## src/horner_polynomial_plus_one_macros.svh

```systemverilog
// Assertion macros shared by the RTL. Each macro expects clk and rst_n in scope.
`ifndef HORNER_POLYNOMIAL_PLUS_ONE_MACROS_SVH
`define HORNER_POLYNOMIAL_PLUS_ONE_MACROS_SVH
`ifndef SYNTHESIS
`define HPP_ASSERT_SAME(lbl, ante, cons) \
  lbl: assert property (@(posedge clk) disable iff (!rst_n) (ante) |-> (cons)) \
    else $error("hpp: same-cycle check failed");
`define HPP_ASSERT_NEXT(lbl, ante, cons) \
  lbl: assert property (@(posedge clk) disable iff (!rst_n) (ante) |=> (cons)) \
    else $error("hpp: next-cycle check failed");
`else
`define HPP_ASSERT_SAME(lbl, ante, cons)
`define HPP_ASSERT_NEXT(lbl, ante, cons)
`endif
`endif

```

## src/hpp_pkg.sv

```systemverilog
package hpp_pkg;

  localparam int HPP_MAX_TERMS = 7;
  localparam int COEF_REGS     = 7;

  localparam int X_W     = 24;
  localparam int COEF_W  = 24;
  localparam int ACC_W   = 32;
  localparam int CNT_W   = 3;
  localparam int FRAC_W  = 16;
  localparam int SUM_W   = ACC_W + 1;
  localparam int PROD_W  = SUM_W + X_W;
  localparam int CFG_IDX_W  = 3;
  localparam int CFG_DATA_W = 24;

  localparam logic [CFG_IDX_W-1:0] CFG_TERM_COUNT = 3'd0;
  localparam logic [CFG_IDX_W-1:0] CFG_COEF_BASE  = 3'd1;

  localparam logic signed [ACC_W-1:0] ONE_Q16 = 32'sd65536;
  localparam logic signed [ACC_W-1:0] SAT_HI  = 32'sh7fff_ffff;
  localparam logic signed [ACC_W-1:0] SAT_LO  = 32'sh8000_0000;

  // Data moving from one Horner cell to the next.
  typedef struct packed {
    logic                     valid;
    logic                     sat;
    logic signed [ACC_W-1:0]  acc;
    logic signed [X_W-1:0]    x;
  } hpp_stage_t;

endpackage

```

## src/hpp_cell.sv

```systemverilog
module hpp_cell (
  input  logic                              clk,
  input  logic                              rst_n,
  input  logic                              en,
  input  logic                              active,
  input  logic signed [hpp_pkg::COEF_W-1:0] coef,
  input  hpp_pkg::hpp_stage_t               stage_in,
  output hpp_pkg::hpp_stage_t               stage_out
);
  import hpp_pkg::*;

  logic signed [SUM_W-1:0]   sum_nxt;
  logic signed [PROD_W-1:0]  prod_nxt;

  logic                      valid_a_r;
  logic                      sat_a_r;
  logic                      active_a_r;
  logic signed [ACC_W-1:0]   acc_a_r;
  logic signed [X_W-1:0]     x_a_r;
  logic signed [PROD_W-1:0]  prod_a_r;

  logic [PROD_W:0]           rnd_sum;
  logic [PROD_W-FRAC_W:0]    rnd_q;
  logic                      ovf;
  hpp_stage_t                out_nxt;
  hpp_stage_t                out_r;

  // First half: add the coefficient and multiply by x.
  always_comb begin
    sum_nxt  = SUM_W'(stage_in.acc) + SUM_W'(coef);
    prod_nxt = sum_nxt * stage_in.x;
  end

  always_ff @(posedge clk) begin
    if (!rst_n) begin
      valid_a_r <= 1'b0;
    end else if (en) begin
      valid_a_r <= stage_in.valid;
    end
  end

  always_ff @(posedge clk) begin
    if (en) begin
      sat_a_r    <= stage_in.sat;
      active_a_r <= active;
      acc_a_r    <= stage_in.acc;
      x_a_r      <= stage_in.x;
      prod_a_r   <= prod_nxt;
    end
  end

  // Second half: round to nearest (ties up) and saturate to 32 bits.
  always_comb begin
    rnd_sum = {prod_a_r[PROD_W-1], prod_a_r} + (PROD_W + 1)'(1 << (FRAC_W - 1));
    rnd_q   = rnd_sum[PROD_W:FRAC_W];
    ovf     = (rnd_q[PROD_W-FRAC_W:ACC_W-1] != {(PROD_W-FRAC_W-ACC_W+2){1'b0}}) &&
              (rnd_q[PROD_W-FRAC_W:ACC_W-1] != {(PROD_W-FRAC_W-ACC_W+2){1'b1}});
    out_nxt.valid = valid_a_r;
    out_nxt.x     = x_a_r;
    if (!active_a_r) begin
      out_nxt.acc = acc_a_r;
      out_nxt.sat = sat_a_r;
    end else if (ovf) begin
      out_nxt.acc = rnd_q[PROD_W-FRAC_W] ? SAT_LO : SAT_HI;
      out_nxt.sat = 1'b1;
    end else begin
      out_nxt.acc = $signed(rnd_q[ACC_W-1:0]);
      out_nxt.sat = sat_a_r;
    end
  end

  always_ff @(posedge clk) begin
    if (!rst_n) begin
      out_r.valid <= 1'b0;
    end else if (en) begin
      out_r.valid <= out_nxt.valid;
    end
  end

  always_ff @(posedge clk) begin
    if (en) begin
      out_r.sat <= out_nxt.sat;
      out_r.acc <= out_nxt.acc;
      out_r.x   <= out_nxt.x;
    end
  end

  assign stage_out = out_r;

endmodule
```

## config.mk

```make
export PLATFORM = sky130hd
export DESIGN_NAME = hpp_cell
export DESIGN_NICKNAME = d
export VERILOG_FILES = /design/src/horner_polynomial_plus_one_macros.svh /design/src/hpp_pkg.sv /design/src/hpp_cell.sv
export SDC_FILE = /design/constraint.sdc
export NUM_CORES = 2
export LEC_CHECK = 0
export ABC_AREA = 1
export BUFFER_PORTS_ARGS = -buffer_cell sky130_fd_sc_hd__buf_2
export CAP_MARGIN = 20
export CORE_ASPECT_RATIO = 1.2
export CORE_MARGIN = 2
export CORE_UTILIZATION = 55
export CTS_CLUSTER_SIZE = 25
export DETAILED_ROUTE_END_ITERATION = 8
export PLACE_DENSITY = 0.72
export SLEW_MARGIN = 5
export SYNTH_ARGS = -nofsm -noshare
export SYNTH_HDL_FRONTEND = slang
export SYNTH_SLANG_ARGS = --single-unit
```

## constraint.sdc

```tcl
create_clock -name clk -period 27.2 [get_ports clk]
set_input_delay 5.44 -clock clk [delete_from_list [all_inputs] [get_ports clk]]
set_output_delay 5.44 -clock clk [all_outputs]
set_load 0.05 [all_outputs]
```

Word-level counts from Yosys, hierarchy flattened
Cells that the tools add are included.

storage, ports and cells
  flip-flop bits (word level) = 174
  input port bits = 86
  output and inout port bits = 58
  word-level logic and storage cells = 19

operators by class
  add/sub/neg operators = 2
  multiply operators = 1
  eq/ne operators = 1
  muxes and demuxes = 3
  reduce and logical (&&, ||, !) cells = 2

operator list
  kind                      count
  $mux W33                  2
  $add A57 B17 Y58 const B  1
  $mul A33 B24 Y57          1
  $add A32 B24 Y33          1
  $mux W32                  1
  $ne A11 B11 Y1 const B    1
  $reduce_bool A11 Y1       1
  $logic_and A1 B1 Y1       1

Depth between registers and ports, before layout
  depth in word-level cells = 5
  depth in mapped cells = 43
  gate-level depth less buffers = 42

Worst setup path after synthesis
OpenSTA, ideal clock, no wires.

  path kind = input -> register
  start = input coef[0] (netlist name)
  end = register prod_a_r[54], data pin
  library setup time = 0.252 ns
  arrival time = 13.029 ns
  required time = 26.948 ns
  setup slack = 13.919 ns
  cell stages on the path = 37
  buffers on the path = 1
  cell sequence = ha_1 > inv_1 > fa_1 > nand3b_1 > nand2_1 > nand2_1 > nand2_1 > nand3_1 > nand2_1 > nand4_1 > nand3_1 > nand2_1 > inv_1 > buf_2 > nand2_1 > fa_1 > inv_1 > fa_1 > inv_1 > fa_1 > inv_1 > fa_1 > fa_1 > fa_1 > inv_1 > fa_1 > inv_1 > ha_1 > a21oi_1 > inv_1 > a31oi_1 > o21ai_0 > and2_1 > a211oi_1 > nand2_1 > nand2_1 > nand2_1

on the way
  word-level cells in the longest chain between the ends = 2

RTL lines
  item                    line            text
  start: declaration      hpp_cell.sv:6   input logic signed [hpp_pkg::COEF_W-1:0] coef,
  $add A32 B24 Y33        hpp_cell.sv:30  sum_nxt = SUM_W'(stage_in.acc) + SUM_W'(coef);
  $mul A33 B24 Y57        hpp_cell.sv:31  prod_nxt = sum_nxt * stage_in.x;
  via prod_nxt[54]        hpp_cell.sv:13  logic signed [PROD_W-1:0] prod_nxt;
  end signal: assignment  hpp_cell.sv:48  prod_a_r <= prod_nxt;
  end: declaration        hpp_cell.sv:20  logic signed [PROD_W-1:0] prod_a_r;

The timed path passes the listed nets, and every way through them passes these cells.
A chain may end at the register's enable or synchronous reset.

Final worst setup path
  start = input stage_in[24] (netlist name)
  end = register prod_a_r[55], data pin

on the way
  word-level cells in the longest chain between the ends = 2

RTL lines
  item                line            text
  start: declaration  hpp_cell.sv:7   input hpp_pkg::hpp_stage_t stage_in,
  $add A32 B24 Y33    hpp_cell.sv:30
  $mul A33 B24 Y57    hpp_cell.sv:31
  via prod_nxt[55]    hpp_cell.sv:13

The timed path passes the listed nets, and every way through them passes these cells.

==> qor.txt <==
Status -> completed
Crit share post-route -> 54.6%
FF+latch area -> 4750 um^2
H-tree Lvls -> 4
Maximum root-to-sink buffer count -> 2
Setup_tns -> 0 ns
Row Count -> 103
Starting Density -> 55.5%
HPWL Detailed -> 94,600 um
Post-route antenna net violation count -> 0
Die area -> 68,300 um^2
Routed WL -> 115,000 um
DP Worst Slack -> 11.98 ns
Synth top area share -> 44.3%
Clock transition at path regs -> 0.10 ns
Chip height -> 286 um
Compound-Gate Fraction of Synth Area -> 4.42%
Kind of critical path -> primary input to register
Pins Over Slew Limit -> 0
Commonest non-fill, non-tap cell in the layout -> inv_1
Multi-input gate area -> 27,100 um^2
# setup viols final -> 0
CTS buffer count -> 17
Initial antenna violation count -> 4
Vias per cell -> 5.59
Via count -> 29,100
Clock Sinks -> 159
Post-synthesis sequential area ratio -> 13.1%
Layout cells sized above 1 -> 6.30%
Final Skew -> 0.0343 ns
Fmax -> 67.3 MHz
Net count after synthesis -> 5,358
Worst Tran Pin Value -> 1.15 ns
FFs w/ async S/R, synth -> 0%
# diodes -> 0
Area grow syn2layout -> 5.77%
Gr ovfl total -> 0
DR WL/cell -> 22.0 um
I/O pin cnt -> 144
Final Hold Viols -> 0
Yosys cell types -> 50
Post-synth EDFFs -> 157
Post-Synth Adder-Cell Area -> 50.5%
Port Buf Inserts -> 143
#FFs+latches synth -> 159
Final WS setup -> 12.35 ns
# Max-Cap Violations -> 0
Total Routing Usage GR -> 34.9%
Rel. slew slack -> 23.3%
Most frequent cells in the layout -> inv_1 (1,045), nand2_1 (837), fa_1 (805)
Die W -> 239 um
First-pass GRT wire length -> 176,000 um
Largest family of logic cells by synthesized area -> adder cells
Area contributors post-synth -> fa_1 (44%), edfxtp_1 (13%), inv_1 (11%)
Clock Tree Root -> clkbuf_16
Final min period -> 14.85 ns
CTS tree -> done
Hold WC Path Type -> register to register
Yosys Warn Count -> 0
Mean Syn Cell Area -> 8.49 um^2
Final Net Count -> 5,423
Main synth FF type -> edfxtp_1
DRT Pass-1 Iters -> 6
Post-Syn Area -> 36,400 um^2
Fillers -> 5,918
Vias in the first global route -> 30,700
Hold buffer count at cts -> 0
CORE AREA -> 65,600 um^2
Leading area contributor after synthesis -> fa_1
# DRC -> 0
Fin util -> 58.7%
Mux contribution to synthesized area -> 0%
Synth Area in XOR/XNOR -> 2.05%
Clock Latency Late Sink -> 0.50 ns
# resized after CTS -> 0
Simple-Gate Fraction of Synth Area -> 17.5%
Post-Synthesis Cells -> 4,286
Gpl congestion -> 1.01
Critical Path End Type -> register
CP required -> 27.43 ns
Crit path arrival time -> 15.08 ns
RSZ-0062 raised after global routing -> no
Critical Path Slowest Stage Cell -> fa_1
Largest net degree at the start of global routing -> 57
Critical Path Start Type -> primary input
Post-CTS setup buffers -> 0
Worst-path fanout max -> 14
Crit-path max cell delay -> 0.78 ns
DRT iter0 DRCs -> 2,525
-- metal layers --
layer / track usage (%) / part of all wire (%) / vias up / wire (um)
li1: - / - / 12700 / -
met1: 41.6 / 35 / 14600 / 40300
met2: 59.1 / 49 / 1441 / 56700
met3: 7.00 / 8.7 / 414 / 9970
met4: 20.2 / 6.8 / 6 / 7740
met5: 0 / 0.031 / - / 36
-- state kept, by name, summed over array words and instances (netlist names) --
name        count
active_a_r      1
prod_a_r       42
acc_a_r        32
stage_out      58
x_a_r          24
valid_a_r       1
sat_a_r         1
-- worst paths after layout --
| path | from | to | slack, ns | cells after the start |
|---|---|---|---|---|
| hold / removal | x_a_r[21] | stage_out[21] | 0.41 | 0 |
| setup / recovery | stage_in[24] | prod_a_r[55] | 12.35 | 34 |
| setup reg to reg | prod_a_r[15] | stage_out[46] | 23.68 | 12 |
| hold reg to reg | x_a_r[21] | stage_out[21] | 0.41 | 0 |
-- worst max-delay path, delay by kind of cell --
family,cells,cell delay [ns]
adder cells (fa/ha/maj),10,5.11
AND/OR/NAND/NOR,12,2.04
buffers and inverters,6,1.30
AO/OA/AOI/OAI,5,1.01
XOR/XNOR,1,0.14
-- synth_stat cells (3+ instances only) --
cell	instances
a21o_1	19
nand3b_1	5
nor3_1	11
inv_2	7
xnor2_1	30
nand2_1	837
nor2_4	3
a21oi_2	23
a21oi_1	104
a31oi_1	10
and3_1	3
buf_6	6
ha_1	181
buf_2	20
o21bai_1	13
xor2_1	55
fa_1	805
inv_1	1045
a221oi_1	4
clkbuf_1	104
clkinv_1	7
o21ai_0	62
o21a_1	9
nor2_1	592
nand3_1	86
or2_2	14
a21boi_0	8
nor4_1	11
nand4_1	20
edfxtp_1	157
nand2_2	6
-- final cells by class --
cell class	count	area share (%)
Tap cell	840	2.73
Clock buffer	17	1.11
Sequential cell	159	12.4
Multi-Input combinational cell	2934	70.4
Clock inverter	15	0.533
Timing Repair Buffer	180	2.60
Inverter	1059	10.3
-- metrics by stage --
stage / hold WS (ns) / cell area [um^2] / instances
2_1_floorplan: 0.400 / 36400 / 4286
3_3_place_gp: 0.400 / 37900 / 5172
3_5_place_dp: 0.405 / 37900 / 5172
4_1_cts: 0.404 / 38500 / 5204
5_1_grt: 0.409 / 38500 / 5204
6_report: 0.406 / 38500 / 5204
-- cells by family (layout without fill, tap and decap cells) --
logic type | count (synthesis) | count (layout)
XOR/XNOR | 85 | 85
buffers and inverters | 1193 | 1271
adder cells (fa/ha/maj) | 986 | 986
AND/OR/NAND/NOR | 1598 | 1598
flip-flops | 159 | 159
AO/OA/AOI/OAI | 265 | 265
Power is left out: the tool's default activity adds up to more than one toggle a clock period on the data nets, which glitch-free logic cannot reach.
